[src/sv/tlshr_pkg.sv]
// Shared constants, code tables and helper functions for the TLS hello list randomizer.
// No dependencies; imported by tls_hello_list_randomizer.
package tlshr_pkg;

  localparam int unsigned BUF_DEPTH = 14;
  localparam int unsigned BUF_AW    = 4;

  localparam logic [63:0] SEED_DEFAULT = 64'h0000_0000_7E50_FEED;
  localparam logic [15:0] GREASE_BASE  = 16'h0A0A;
  localparam logic [15:0] EXT_TICKET   = 16'h0023;
  localparam logic [15:0] EXT_PSK      = 16'h0029;
  localparam logic [15:0] EXT_PADDING  = 16'h0015;
  localparam logic [15:0] GRP_X25519   = 16'h001D;
  localparam logic [15:0] GRP_P256     = 16'h0017;
  localparam logic [15:0] GRP_P384     = 16'h0018;
  localparam logic [15:0] VER_TLS13    = 16'h0304;
  localparam logic [15:0] VER_TLS12    = 16'h0303;
  localparam logic [15:0] CERT_BROTLI  = 16'h0002;
  localparam logic [15:0] PSK_DHE      = 16'h0001;
  localparam logic [15:0] WORD_ZERO    = 16'h0000;

  // list tags
  localparam logic [3:0] LID_GREASE = 4'd0;
  localparam logic [3:0] LID_CIPHER = 4'd1;
  localparam logic [3:0] LID_EXT    = 4'd2;
  localparam logic [3:0] LID_GROUP  = 4'd3;
  localparam logic [3:0] LID_SIGALG = 4'd4;
  localparam logic [3:0] LID_PTFMT  = 4'd5;
  localparam logic [3:0] LID_PSK    = 4'd6;
  localparam logic [3:0] LID_VER    = 4'd7;
  localparam logic [3:0] LID_CERT   = 4'd8;

  // register indexes
  localparam logic [2:0] CFG_PROFILE = 3'd0;
  localparam logic [2:0] CFG_DROP    = 3'd1;
  localparam logic [2:0] CFG_GREASE  = 3'd2;
  localparam logic [2:0] CFG_TICKET  = 3'd3;
  localparam logic [2:0] CFG_PADDING = 3'd4;

  localparam logic [6:0] OPT_MODULUS = 7'd100;
  localparam logic [6:0] OPT_THRESH  = 7'd40;
  localparam logic [2:0] OPT_COUNT   = 3'd6;

  typedef enum logic [1:0] {
    FILL_T13,
    FILL_T12,
    FILL_EXT,
    FILL_SIG
  } fill_sel_e;

  function automatic logic [63:0] xorshift(input logic [63:0] s);
    logic [63:0] a;
    logic [63:0] b;
    a = s ^ (s << 13);
    b = a ^ (a >> 7);
    return b ^ (b << 17);
  endfunction

  function automatic logic [15:0] fill_word(input fill_sel_e sel, input logic [3:0] i);
    logic [15:0] w;
    w = WORD_ZERO;
    case (sel)
      FILL_T13: begin
        case (i)
          4'd0: w = 16'h1301;
          4'd1: w = 16'h1302;
          default: w = 16'h1303;
        endcase
      end
      FILL_T12: begin
        case (i)
          4'd0: w = 16'hC02B;
          4'd1: w = 16'hC02F;
          4'd2: w = 16'hC02C;
          4'd3: w = 16'hC030;
          4'd4: w = 16'hCCA9;
          default: w = 16'hCCA8;
        endcase
      end
      FILL_EXT: begin
        case (i)
          4'd0:  w = 16'h0017;
          4'd1:  w = 16'hFF01;
          4'd2:  w = 16'h000A;
          4'd3:  w = 16'h000B;
          4'd4:  w = 16'h0023;
          4'd5:  w = 16'h0010;
          4'd6:  w = 16'h0005;
          4'd7:  w = 16'h000D;
          4'd8:  w = 16'h002B;
          4'd9:  w = 16'h002D;
          4'd10: w = 16'h0033;
          4'd11: w = 16'h001B;
          4'd12: w = 16'h0012;
          default: w = 16'h0039;
        endcase
      end
      default: begin
        case (i)
          4'd0: w = 16'h0403;
          4'd1: w = 16'h0804;
          4'd2: w = 16'h0401;
          4'd3: w = 16'h0503;
          4'd4: w = 16'h0805;
          4'd5: w = 16'h0501;
          4'd6: w = 16'h0806;
          default: w = 16'h0601;
        endcase
      end
    endcase
    return w;
  endfunction

  function automatic logic [15:0] opt_word(input logic [2:0] i);
    logic [15:0] w;
    case (i)
      3'd0: w = 16'h001C;
      3'd1: w = 16'h0015;
      3'd2: w = 16'h0029;
      3'd3: w = 16'h002C;
      3'd4: w = 16'h0031;
      default: w = 16'h0011;
    endcase
    return w;
  endfunction

  function automatic logic [15:0] group_opt(input logic [2:0] i);
    logic [15:0] w;
    case (i)
      3'd0: w = 16'h0019;
      3'd1: w = 16'h001E;
      default: w = 16'h0100;
    endcase
    return w;
  endfunction

endpackage

[src/sv/tls_hello_list_randomizer.sv]
// TLS hello list randomizer: top level, sequencer, shared modulo unit and output register.
// Depends on tlshr_pkg and tlshr_ram.
//
// Usage:
//  - Input channel (in_valid_i / in_stall_o / session_seed_i): one beat is one
//    session seed. in_stall_o is high from acceptance until the last word of that
//    seed has been loaded into the output register.
//  - Output channel (out_valid_o / out_stall_i): one beat per tagged word
//    (list_id_o, code_word_o, list_end_o, run_end_o). run_end_o marks the last
//    word of the seed. A stalled word holds; the sequencer waits on it.
//  - Config channel (cfg_valid_i / cfg_ready_o): always ready, write only while
//    idle. Unknown indexes are dropped.
//  - Run time: set by the shared modulo unit, which folds 4 bits of a 64-bit
//    draw per cycle (18 to 23 range draws per seed), plus the swap through the
//    single read port of the shuffle RAM and the RAM read ahead of each
//    RAM-sourced output word. Output stalls add to it.
//  - Reset: config registers take their reset values, sequencer returns to
//    idle, output register empties, GREASE picks clear to zero. Shuffle RAM holds
//    garbage until a seed writes it; every read follows a write.
module tls_hello_list_randomizer (
  input  logic        clk_i,
  input  logic        rst_ni,
  input  logic        in_valid_i,
  output logic        in_stall_o,
  input  logic [63:0] session_seed_i,
  output logic        out_valid_o,
  input  logic        out_stall_i,
  output logic [3:0]  list_id_o,
  output logic [15:0] code_word_o,
  output logic        list_end_o,
  output logic        run_end_o,
  input  logic        cfg_valid_i,
  output logic        cfg_ready_o,
  input  logic [2:0]  cfg_index_i,
  input  logic [2:0]  cfg_data_i
);
  import tlshr_pkg::*;

  typedef enum logic [4:0] {
    S_IDLE, S_GR_DRAW, S_GR_EMIT, S_DISP, S_FILL, S_SH, S_MOD,
    S_SW0, S_SW1, S_SW2, S_SW3, S_PR, S_ER_RD, S_ER_EM, S_EXH,
    S_OPT, S_OPT_EM, S_EXT, S_GPB, S_GPF, S_TAIL
  } state_e;

  // work program walked by the dispatcher
  typedef enum logic [4:0] {
    P_CI13_FILL, P_CI13_SHUF, P_CI13_EM,
    P_CI12_FILL, P_CI12_PAIR, P_CI12_EM,
    P_EX_HEAD, P_EX_FILL, P_EX_SHUF, P_EX_EM, P_EX_OPT, P_EX_TAIL,
    P_GP_B, P_GP_SHUF, P_GP_F, P_GP_EM,
    P_SG_FILL, P_SG_PAIR, P_SG_EM,
    P_TAIL
  } step_e;

  // config registers
  logic       profile_q;
  logic [1:0] drop_q;
  logic [2:0] gcount_q;
  logic       ticket_q;
  logic       pad_q;

  // sequencer
  state_e     state_q;
  step_e      step_q;
  logic [63:0] prng_q;
  logic [15:0] gp_q [4];
  logic [2:0] c_q;
  logic [3:0] si_q, wi_q, flen_q, idx_q, sh_i_q, hi_q, j_q, er_cnt_q;
  logic [2:0] p_q, np_q, oi_q;
  fill_sel_e  fsel_q;
  logic       pm_q, om_q, vf_q, er_last_q;
  logic [3:0] er_id_q;
  logic [15:0] tmp_q;

  // modulo unit
  logic [63:0] md_q;
  logic [6:0]  rem_q, rem_nx, div_q;
  logic [3:0]  mc_q;

  // output register
  logic        ov_q, le_q, re_q;
  logic [3:0]  lid_q;
  logic [15:0] cw_q;

  // derived
  logic [2:0]  g_eff;
  logic [1:0]  drop_eff;
  logic        ticket_eff, pad_eff;
  logic [63:0] dnext;
  logic        dbool;
  logic [15:0] gval, fword, oword;
  logic        dup, fskip, oskip;

  logic        em_fire, em_le, em_re, em_go, can_load;
  logic [3:0]  em_id;
  logic [15:0] em_word;

  logic        ram_we;
  logic [3:0]  ram_waddr, ram_raddr;
  logic [15:0] ram_wdata, ram_rdata;

  // effective settings; base variant ignores the registers
  always_comb begin
    if (profile_q) begin
      if (gcount_q < 3'd2)      g_eff = 3'd2;
      else if (gcount_q > 3'd4) g_eff = 3'd4;
      else                      g_eff = gcount_q;
      drop_eff   = drop_q;
      ticket_eff = ticket_q;
      pad_eff    = pad_q;
    end else begin
      g_eff      = 3'd3;
      drop_eff   = 2'd0;
      ticket_eff = 1'b1;
      pad_eff    = 1'b0;
    end
  end

  assign dnext = xorshift(prng_q);
  assign dbool = ~dnext[0];
  assign gval  = {dnext[3:0], 4'h0, dnext[3:0], 4'h0} + GREASE_BASE;
  assign fword = fill_word(fsel_q, si_q);
  assign fskip = (fsel_q == FILL_EXT) && (fword == EXT_TICKET) && !ticket_eff;
  assign oword = opt_word(oi_q);
  assign oskip = profile_q && ((oword == EXT_PADDING) || ((oword == EXT_PSK) && !ticket_eff));

  always_comb begin
    dup = 1'b0;
    for (int k = 0; k < 4; k++) begin
      if ((3'(k) < c_q) && (gp_q[k] == gval)) dup = 1'b1;
    end
  end

  // modulo step: four restoring subtract steps per cycle, MSB first
  always_comb begin
    logic [7:0] t;
    logic [6:0] r;
    r = rem_q;
    for (int k = 0; k < 4; k++) begin
      t = {r, md_q[63-k]};
      if (t >= {1'b0, div_q}) t = t - {1'b0, div_q};
      r = t[6:0];
    end
    rem_nx = r;
  end

  // what the current state wants to emit, and RAM port control
  always_comb begin
    em_fire   = 1'b0;
    em_id     = LID_GREASE;
    em_word   = WORD_ZERO;
    em_le     = 1'b0;
    em_re     = 1'b0;
    ram_we    = 1'b0;
    ram_waddr = wi_q;
    ram_wdata = fword;
    ram_raddr = idx_q;
    case (state_q)
      S_GR_EMIT: begin
        em_fire = 1'b1;
        if (c_q == g_eff) begin
          // cipher list opens with the first pick
          em_id   = LID_CIPHER;
          em_word = gp_q[0];
        end else begin
          em_word = gp_q[c_q[1:0]];
          em_le   = (c_q == g_eff - 3'd1);
        end
      end
      S_FILL: ram_we = !fskip;
      S_SW0:  ram_raddr = hi_q;
      S_SW1:  ram_raddr = j_q;
      S_SW2: begin
        ram_we    = 1'b1;
        ram_waddr = hi_q;
        ram_wdata = ram_rdata;
      end
      S_SW3: begin
        ram_we    = 1'b1;
        ram_waddr = j_q;
        ram_wdata = tmp_q;
      end
      S_ER_EM: begin
        em_fire = 1'b1;
        em_id   = er_id_q;
        em_word = ram_rdata;
        em_le   = er_last_q && (idx_q == er_cnt_q - 4'd1);
      end
      S_EXH: begin
        em_fire = 1'b1;
        em_id   = LID_EXT;
        em_word = (c_q == 3'd0) ? gp_q[1] : WORD_ZERO;
      end
      S_OPT_EM: begin
        em_fire = (rem_q < OPT_THRESH);
        em_id   = LID_EXT;
        em_word = oword;
      end
      S_EXT: begin
        em_id = LID_EXT;
        if (c_q == 3'd0) begin
          em_fire = pad_eff;
          em_word = EXT_PADDING;
        end else begin
          em_fire = 1'b1;
          em_word = gp_q[2'(g_eff - 3'd1)];
          em_le   = 1'b1;
        end
      end
      S_GPB: begin
        ram_we    = dbool;
        ram_wdata = group_opt(c_q);
      end
      S_GPF: begin
        em_fire = 1'b1;
        em_id   = LID_GROUP;
        case (c_q)
          3'd0:    em_word = gp_q[0];
          3'd1:    em_word = GRP_X25519;
          3'd2:    em_word = GRP_P256;
          default: em_word = GRP_P384;
        endcase
        // with no optional group drawn, P-384 closes the list
        em_le = (c_q == 3'd3) && (wi_q == 4'd0);
      end
      S_TAIL: begin
        em_fire = (c_q != 3'd3);
        case (c_q)
          3'd0: begin
            em_id = LID_PTFMT; em_word = WORD_ZERO; em_le = 1'b1;
          end
          3'd1: begin
            em_id = LID_PSK; em_word = PSK_DHE; em_le = 1'b1;
          end
          3'd2: begin
            em_id = LID_VER; em_word = gp_q[1];
          end
          3'd4: begin
            em_id = LID_VER; em_word = vf_q ? VER_TLS13 : VER_TLS12;
          end
          3'd5: begin
            em_id = LID_VER; em_word = vf_q ? VER_TLS12 : VER_TLS13; em_le = 1'b1;
          end
          3'd6: begin
            em_id = LID_CERT; em_word = CERT_BROTLI; em_le = 1'b1; em_re = 1'b1;
          end
          default: em_id = LID_VER;
        endcase
      end
      default: ;
    endcase
  end

  assign can_load = !ov_q || !out_stall_i;
  assign em_go    = em_fire && can_load;

  tlshr_ram #(
    .Width(16),
    .Depth(BUF_DEPTH)
  ) u_buf (
    .clk_i  (clk_i),
    .we_i   (ram_we),
    .waddr_i(ram_waddr),
    .wdata_i(ram_wdata),
    .raddr_i(ram_raddr),
    .rdata_o(ram_rdata)
  );

  // config writes
  always_ff @(posedge clk_i or negedge rst_ni) begin
    if (!rst_ni) begin
      profile_q <= 1'b0;
      drop_q    <= 2'd0;
      gcount_q  <= 3'd3;
      ticket_q  <= 1'b1;
      pad_q     <= 1'b0;
    end else if (cfg_valid_i) begin
      case (cfg_index_i)
        CFG_PROFILE: profile_q <= cfg_data_i[0];
        CFG_DROP:    drop_q    <= cfg_data_i[1:0];
        CFG_GREASE:  gcount_q  <= cfg_data_i;
        CFG_TICKET:  ticket_q  <= cfg_data_i[0];
        CFG_PADDING: pad_q     <= cfg_data_i[0];
        default: ;
      endcase
    end
  end

  // sequencer, modulo unit and output register
  always_ff @(posedge clk_i or negedge rst_ni) begin
    if (!rst_ni) begin
      state_q   <= S_IDLE;
      step_q    <= P_CI13_FILL;
      prng_q    <= '0;
      for (int k = 0; k < 4; k++) gp_q[k] <= '0;
      c_q       <= '0;
      si_q      <= '0;
      wi_q      <= '0;
      flen_q    <= '0;
      idx_q     <= '0;
      sh_i_q    <= '0;
      hi_q      <= '0;
      j_q       <= '0;
      er_cnt_q  <= '0;
      p_q       <= '0;
      np_q      <= '0;
      oi_q      <= '0;
      fsel_q    <= FILL_T13;
      pm_q      <= 1'b0;
      om_q      <= 1'b0;
      vf_q      <= 1'b0;
      er_last_q <= 1'b0;
      er_id_q   <= LID_CIPHER;
      tmp_q     <= '0;
      md_q      <= '0;
      rem_q     <= '0;
      div_q     <= 7'd1;
      mc_q      <= '0;
      ov_q      <= 1'b0;
      le_q      <= 1'b0;
      re_q      <= 1'b0;
      lid_q     <= LID_GREASE;
      cw_q      <= '0;
    end else begin
      if (em_go) begin
        ov_q  <= 1'b1;
        lid_q <= em_id;
        cw_q  <= em_word;
        le_q  <= em_le;
        re_q  <= em_re;
      end else if (!out_stall_i) begin
        ov_q <= 1'b0;
      end

      case (state_q)
        S_IDLE: begin
          if (in_valid_i) begin
            prng_q  <= (session_seed_i == '0) ? SEED_DEFAULT : session_seed_i;
            c_q     <= '0;
            state_q <= S_GR_DRAW;
          end
        end
        S_GR_DRAW: begin
          prng_q <= dnext;
          if (!dup) begin
            gp_q[c_q[1:0]] <= gval;
            if (c_q == g_eff - 3'd1) begin
              c_q     <= '0;
              state_q <= S_GR_EMIT;
            end else begin
              c_q <= c_q + 3'd1;
            end
          end
        end
        S_GR_EMIT: begin
          if (em_go) begin
            if (c_q == g_eff) begin
              step_q  <= P_CI13_FILL;
              state_q <= S_DISP;
            end else begin
              c_q <= c_q + 3'd1;
            end
          end
        end
        S_DISP: begin
          step_q <= step_e'(5'(step_q) + 5'd1);
          case (step_q)
            P_CI13_FILL, P_CI12_FILL, P_EX_FILL, P_SG_FILL: begin
              si_q    <= '0;
              wi_q    <= '0;
              state_q <= S_FILL;
              case (step_q)
                P_CI13_FILL: begin fsel_q <= FILL_T13; flen_q <= 4'd3;  end
                P_CI12_FILL: begin fsel_q <= FILL_T12; flen_q <= 4'd6;  end
                P_EX_FILL:   begin fsel_q <= FILL_EXT; flen_q <= 4'd14; end
                default:     begin fsel_q <= FILL_SIG; flen_q <= 4'd8;  end
              endcase
            end
            P_CI13_SHUF, P_EX_SHUF, P_GP_SHUF: begin
              sh_i_q  <= wi_q;
              pm_q    <= 1'b0;
              state_q <= S_SH;
            end
            P_CI12_PAIR, P_SG_PAIR: begin
              p_q     <= '0;
              np_q    <= (step_q == P_CI12_PAIR) ? 3'd3 : 3'd4;
              state_q <= S_PR;
            end
            P_CI13_EM, P_CI12_EM, P_EX_EM, P_GP_EM, P_SG_EM: begin
              idx_q <= '0;
              case (step_q)
                P_CI13_EM: begin er_id_q <= LID_CIPHER; er_last_q <= 1'b0; end
                P_CI12_EM: begin er_id_q <= LID_CIPHER; er_last_q <= 1'b1; end
                P_EX_EM:   begin er_id_q <= LID_EXT;    er_last_q <= 1'b0; end
                P_GP_EM:   begin er_id_q <= LID_GROUP;  er_last_q <= 1'b1; end
                default:   begin er_id_q <= LID_SIGALG; er_last_q <= 1'b1; end
              endcase
              if (step_q == P_CI12_EM) begin
                er_cnt_q <= 4'd6 - {2'b00, drop_eff};
                state_q  <= S_ER_RD;
              end else begin
                er_cnt_q <= wi_q;
                state_q  <= (wi_q == 4'd0) ? S_DISP : S_ER_RD;
              end
            end
            P_EX_HEAD: begin c_q <= '0; state_q <= S_EXH; end
            P_EX_OPT:  begin oi_q <= '0; state_q <= S_OPT; end
            P_EX_TAIL: begin c_q <= '0; state_q <= S_EXT; end
            P_GP_B:    begin c_q <= '0; wi_q <= '0; state_q <= S_GPB; end
            P_GP_F:    begin c_q <= '0; state_q <= S_GPF; end
            default:   begin c_q <= '0; state_q <= S_TAIL; end
          endcase
        end
        S_FILL: begin
          if (!fskip) wi_q <= wi_q + 4'd1;
          si_q <= si_q + 4'd1;
          if (si_q == flen_q - 4'd1) state_q <= S_DISP;
        end
        S_SH: begin
          if (sh_i_q <= 4'd1) begin
            state_q <= S_DISP;
          end else begin
            prng_q  <= dnext;
            md_q    <= dnext;
            rem_q   <= '0;
            mc_q    <= '0;
            div_q   <= {3'b000, sh_i_q};
            om_q    <= 1'b0;
            state_q <= S_MOD;
          end
        end
        S_MOD: begin
          rem_q <= rem_nx;
          md_q  <= md_q << 4;
          mc_q  <= mc_q + 4'd1;
          if (mc_q == 4'd15) begin
            hi_q    <= sh_i_q - 4'd1;
            j_q     <= rem_nx[3:0];
            state_q <= om_q ? S_OPT_EM : S_SW0;
          end
        end
        S_SW0: state_q <= S_SW1;
        S_SW1: begin
          tmp_q   <= ram_rdata;
          state_q <= S_SW2;
        end
        S_SW2: state_q <= S_SW3;
        S_SW3: begin
          if (pm_q) begin
            state_q <= S_PR;
          end else begin
            sh_i_q  <= sh_i_q - 4'd1;
            state_q <= S_SH;
          end
        end
        S_PR: begin
          if (p_q == np_q) begin
            state_q <= S_DISP;
          end else begin
            prng_q <= dnext;
            p_q    <= p_q + 3'd1;
            if (dbool) begin
              hi_q    <= {p_q, 1'b0};
              j_q     <= {p_q, 1'b1};
              pm_q    <= 1'b1;
              state_q <= S_SW0;
            end
          end
        end
        S_ER_RD: state_q <= S_ER_EM;
        S_ER_EM: begin
          if (em_go) begin
            if (idx_q == er_cnt_q - 4'd1) begin
              state_q <= S_DISP;
            end else begin
              idx_q   <= idx_q + 4'd1;
              state_q <= S_ER_RD;
            end
          end
        end
        S_EXH: begin
          if (em_go) begin
            if (c_q == 3'd1) state_q <= S_DISP;
            else             c_q <= c_q + 3'd1;
          end
        end
        S_OPT: begin
          if (oi_q == OPT_COUNT) begin
            state_q <= S_DISP;
          end else if (oskip) begin
            oi_q <= oi_q + 3'd1;
          end else begin
            prng_q  <= dnext;
            md_q    <= dnext;
            rem_q   <= '0;
            mc_q    <= '0;
            div_q   <= OPT_MODULUS;
            om_q    <= 1'b1;
            state_q <= S_MOD;
          end
        end
        S_OPT_EM: begin
          if (!em_fire || em_go) begin
            oi_q    <= oi_q + 3'd1;
            state_q <= S_OPT;
          end
        end
        S_EXT: begin
          if (c_q == 3'd0) begin
            if (!em_fire || em_go) c_q <= 3'd1;
          end else if (em_go) begin
            state_q <= S_DISP;
          end
        end
        S_GPB: begin
          prng_q <= dnext;
          if (dbool) wi_q <= wi_q + 4'd1;
          if (c_q == 3'd2) state_q <= S_DISP;
          else             c_q <= c_q + 3'd1;
        end
        S_GPF: begin
          if (em_go) begin
            if (c_q == 3'd3) state_q <= S_DISP;
            else             c_q <= c_q + 3'd1;
          end
        end
        S_TAIL: begin
          if (c_q == 3'd3) begin
            // version order draw
            prng_q <= dnext;
            vf_q   <= dbool;
            c_q    <= 3'd4;
          end else if (em_go) begin
            if (c_q == 3'd6) state_q <= S_IDLE;
            else             c_q <= c_q + 3'd1;
          end
        end
        default: state_q <= S_IDLE;
      endcase
    end
  end

  assign in_stall_o  = (state_q != S_IDLE);
  assign cfg_ready_o = 1'b1;
  assign out_valid_o = ov_q;
  assign list_id_o   = lid_q;
  assign code_word_o = cw_q;
  assign list_end_o  = le_q;
  assign run_end_o   = re_q;

  // run end always closes a list
  assert property (@(posedge clk_i) disable iff (!rst_ni)
    (out_valid_o && run_end_o) |-> list_end_o)
    else $error("run end without list end");

  // modulo unit never runs with a zero divisor
  assert property (@(posedge clk_i) disable iff (!rst_ni)
    (state_q == S_MOD) |-> (div_q != 7'd0))
    else $error("zero divisor in modulo unit");

  // shuffle RAM writes stay inside the buffer
  assert property (@(posedge clk_i) disable iff (!rst_ni)
    ram_we |-> (ram_waddr < 4'(BUF_DEPTH)))
    else $error("shuffle buffer write out of range");

  // the first two GREASE picks are distinct once drawn
  assert property (@(posedge clk_i) disable iff (!rst_ni)
    (state_q == S_GR_EMIT) |-> (gp_q[0] != gp_q[1]))
    else $error("duplicate GREASE pick");

  // a new seed is only taken after the previous run has ended
  assert property (@(posedge clk_i) disable iff (!rst_ni)
    (em_go && em_re) |=> (state_q == S_IDLE))
    else $error("sequencer not idle after run end");

endmodule

[src/sv/tlshr_ram.sv]
// Generic single-write, single-read RAM with registered read data.
// No dependencies.
module tlshr_ram #(
  parameter int Width = 16,
  parameter int Depth = 14,
  parameter int AddrW = (Depth > 1) ? $clog2(Depth) : 1
) (
  input  logic             clk_i,
  input  logic             we_i,
  input  logic [AddrW-1:0] waddr_i,
  input  logic [Width-1:0] wdata_i,
  input  logic [AddrW-1:0] raddr_i,
  output logic [Width-1:0] rdata_o
);

  logic [Width-1:0] mem_q [Depth];
  logic [Width-1:0] rdata_q;

  always_ff @(posedge clk_i) begin
    if (we_i) begin
      mem_q[waddr_i] <= wdata_i;
    end
    rdata_q <= mem_q[raddr_i];
  end

  assign rdata_o = rdata_q;

endmodule

[config.mk]
export PLATFORM = sky130hd
export DESIGN_NAME = tls_hello_list_randomizer
export DESIGN_NICKNAME = d
export VERILOG_FILES = /design/src/sv/tlshr_pkg.sv /design/src/sv/tls_hello_list_randomizer.sv /design/src/sv/tlshr_ram.sv
export SDC_FILE = /design/constraint.sdc
export NUM_CORES = 1
export LEC_CHECK = 0
export BUFFER_PORTS_ARGS = -buffer_cell sky130_fd_sc_hd__buf_2
export CORE_MARGIN = 5
export CORE_UTILIZATION = 40
export DETAILED_ROUTE_END_ITERATION = 8
export GPL_TIMING_DRIVEN = 0
export SLEW_MARGIN = 0
export SYNTH_ARGS = -nofsm -noshare
export SYNTH_HDL_FRONTEND = slang
export SYNTH_SLANG_ARGS = --single-unit
[constraint.sdc]
create_clock -name clk_i -period 17.7 [get_ports clk_i]
set_input_delay 0.885 -clock clk_i [delete_from_list [all_inputs] [get_ports clk_i]]
set_output_delay 0.885 -clock clk_i [all_outputs]
set_load 0.02 [all_outputs]
==> out/qor.yml <==
dr.pass1.iters: 6
violations: "capacitance limit, slew limit"
yosysUniqueCellTypes: 96
synthXorXnorAreaFrac: 0.0720
yosys-mux-area-fraction: 0.0385
path_max_fanout: 9
synthSimpleGateAreaFrac: 0.133
cts_inserted_buffers: 55
clk_path_buf_depth: 3
ys_seq_area_frac: 0.508
critical_path.startpoint: "div_q[0]$_DFFE_PN1P_"
hold_viol_final: 0
grt_max_degree: 118
finalCritPeriodShare: 0.506
crit_slowest_cell: "dfstp_2"
insertion_delay_ns: 0.62
gp_congestion: 0.984
antenna_found_initial: 1
dp_hpwl_um: 67400
coreArea_um2: 67400
slew_viol_final: 2
ioPinCount: 100
ys_ff_latch: 511
grt_pass1_vias: 21800
arrival_ns: 9.45
wl_per_cell_um: 23.9
finalSetupViolCount: 0
start_util: 0.404
relSlewSlack: -0.0680
port_buffers: 98
synth_edf_count: 224
clockRootBuffer: "clkbuf_16"
clkTransAtPathRegs_ns: 0.06
rsz0062_at_grt: "false"
vias: 22700
synth-compound-area-share: 0.181
max_stage_delay_ns: 0.61
crit_path_end_kind: "register"
vias_per_cell: 6.03
cp-start-kind: "register"
ant_nets: 0
synth_fa_ha_area_frac: 0.0277
cts_resized: 0
areaGrowthSynthToFinish_pct: 13.4
reg2reg_from: "div_q[0]$_DFFE_PN1P_"
netlist_area_um2: 27300
ys_top_cells_by_count: "nand2_1 (369), dfrtp_1 (266), edfxtp_1 (224)"
fin_crit_ns: 8.96
die_y_um: 271
syn_avg_cell_area_um2: 10.2
drv_cap: 2
synth-warning-count: 0
htreeDepth: 2
cts.sinks: 511
cts_tree: "yes"
required_ns: 18.20
synth_area_leader_cell: "edfxtp_1"
nets: 2978
drive_above_1_share: 0.102
skew_ns: 0.0243
routed_wirelength_um: 90100
die_x_um: 271
ys_top_cells_by_area: "edfxtp_1 (25%), dfrtp_1 (24%), xnor2_1 (5.1%), nand2_1 (5.1%), o21ai_0 (3.6%)"
ctsHoldBuffers: 0
drt_iter0_drc: 2625
num_rows: 95
post_cts_buffers: 0
hold_path.class: "primary input to asynchronous set/reset pin"
fmax_mhz: 112
yosys.area.top_type_share: 0.247
synthArstFlopShare: 0.530
rr_endpoint: "rem_q[1]$_DFFE_PN0P_"
synth_top_family_by_area: "compound AO/OA/AOI/OAI gates"
tightest_slew_ns: 1.56
diodes: 0
crit_type: "register to register"
worst_r2r_path_depth: 35
yosysMostFrequentCell: "nand2_1"
synthFlopType: "dfrtp_1"
overflow: 0
synth_nets: 2810
tns_ns: 0
reg2reg_slack_ns: 8.74
dieArea_um2: 73500
critical_path.most_common_cell: "ha_1"
grt_usage: 0.236
synth_cells: 2677
status: "finished, violations left"
grt_pass1_wl_um: 136000
drt_drc_violations_left: 0
==> critical path, delay by kind of cell (launching register included) <==
kind	cells	cell delay (ns)
AOI/OAI and AO/OA	11	2.71
adders and majority gates	5	1.62
buffers and inverters	3	0.25
DFF	1	0.61
muxes	3	0.89
and+or+nand+nor	13	2.76
==> state kept, by name, summed over array words and instances, names as in the netlist, 5 cells and up <==
name           count
u_buf.rdata_o     16
tmp_q             16
rem_q              7
div_q              5
state_q            5
step_q             5
gp_q              20
md_q              64
code_word_o       16
u_buf.mem_q      224
prng_q            64
==> routing by layer <==
layer	track usage	part of all wire	wire (um)	vias up
met2	0.362	0.44	40000	1101
li1	-	-	-	10100
met4	0.0643	0.027	2400	2
met1	0.350	0.44	40100	11300
met5	0	0.00014	13	-
met3	0.0378	0.085	7630	154
==> cells in the final DEF (no fill, tap or decap), types with 9 or more instances in the layout <==
cell and instances:
a211oi_1 85, a21oi_1 103, a221oi_1 14, a222oi_1 60
a22oi_1 64, a31oi_1 54, and2_0 9, and2_1 50
and3_1 11, buf_1 10, buf_2 103, clkbuf_1 152
clkbuf_16 57, clkinv_2 11, dfrtp_1 266, dfxtp_1 16
edfxtp_1 224, ha_1 54, inv_1 111, mux2_2 26
mux2i_1 52, mux4_2 10, nand2_1 369, nand2b_1 28
nand3_1 36, nand4_1 20, nor2_1 127, nor2_2 11
nor2b_1 17, nor3_1 39, nor4_1 20, o211ai_1 13
o21a_1 10, o21ai_0 191, o22ai_1 29, o31ai_1 13
or2_2 11, or3_1 11, xnor2_1 160, xor2_1 63
==> area by class of cell <==
cell class	count	area [um2]
fill	6275	36500
sequential	511	13800
multi-input combinational	1888	12400
clock buffer	75	1560
tap	873	1090
buffer	163	661
timing repair buffer	111	649
inverter	115	432
clock inverter	28	275
==> metrics by stage <==
stage | setup slack, ns | util | std cells | cell area (um2) | hold slack (ns)
4_1_cts | 8.77 | 0.458 | 3763 | 30900 | 0.130
3_5_place_dp | 8.81 | 0.431 | 3660 | 29000 | 0.447
3_3_place_gp | 8.92 | 0.428 | 3648 | 28800 | 0.448
2_1_floorplan | 10.02 | - | 2677 | 27300 | 0.425
5_1_grt | 8.08 | 0.458 | 3764 | 30900 | 0.159
6_report | 8.74 | 0.458 | 3764 | 30900 | 0.140
==> kinds of logic (layout without fill, tap and decap cells) <==
group | count (synthesis) | in the layout
compound gates | 730 | 730
buf+inv | 278 | 492
other cells | 1 | 1
fa+ha+maj | 58 | 58
flops | 511 | 511
xor+xnor | 224 | 224
simple gates | 786 | 786
mux | 89 | 89
==> worst max-delay path by stage <==
stage,to,cells past startpoint,slack [ns]
global route,rem_q[1]$_DFFE_PN0P_,35,8.08
floorplan,rem_q[1]$_DFFE_PN0P_,35,10.02
detailed placement,rem_q[1]$_DFFE_PN0P_,35,8.81
finish,rem_q[1]$_DFFE_PN0P_,35,8.74
CTS,rem_q[1]$_DFFE_PN0P_,35,8.77
global placement,rem_q[1]$_DFFE_PN0P_,35,8.92
Power is left out: the tool's default activity adds up to more than one toggle a clock period on the data nets, which glitch-free logic cannot reach.
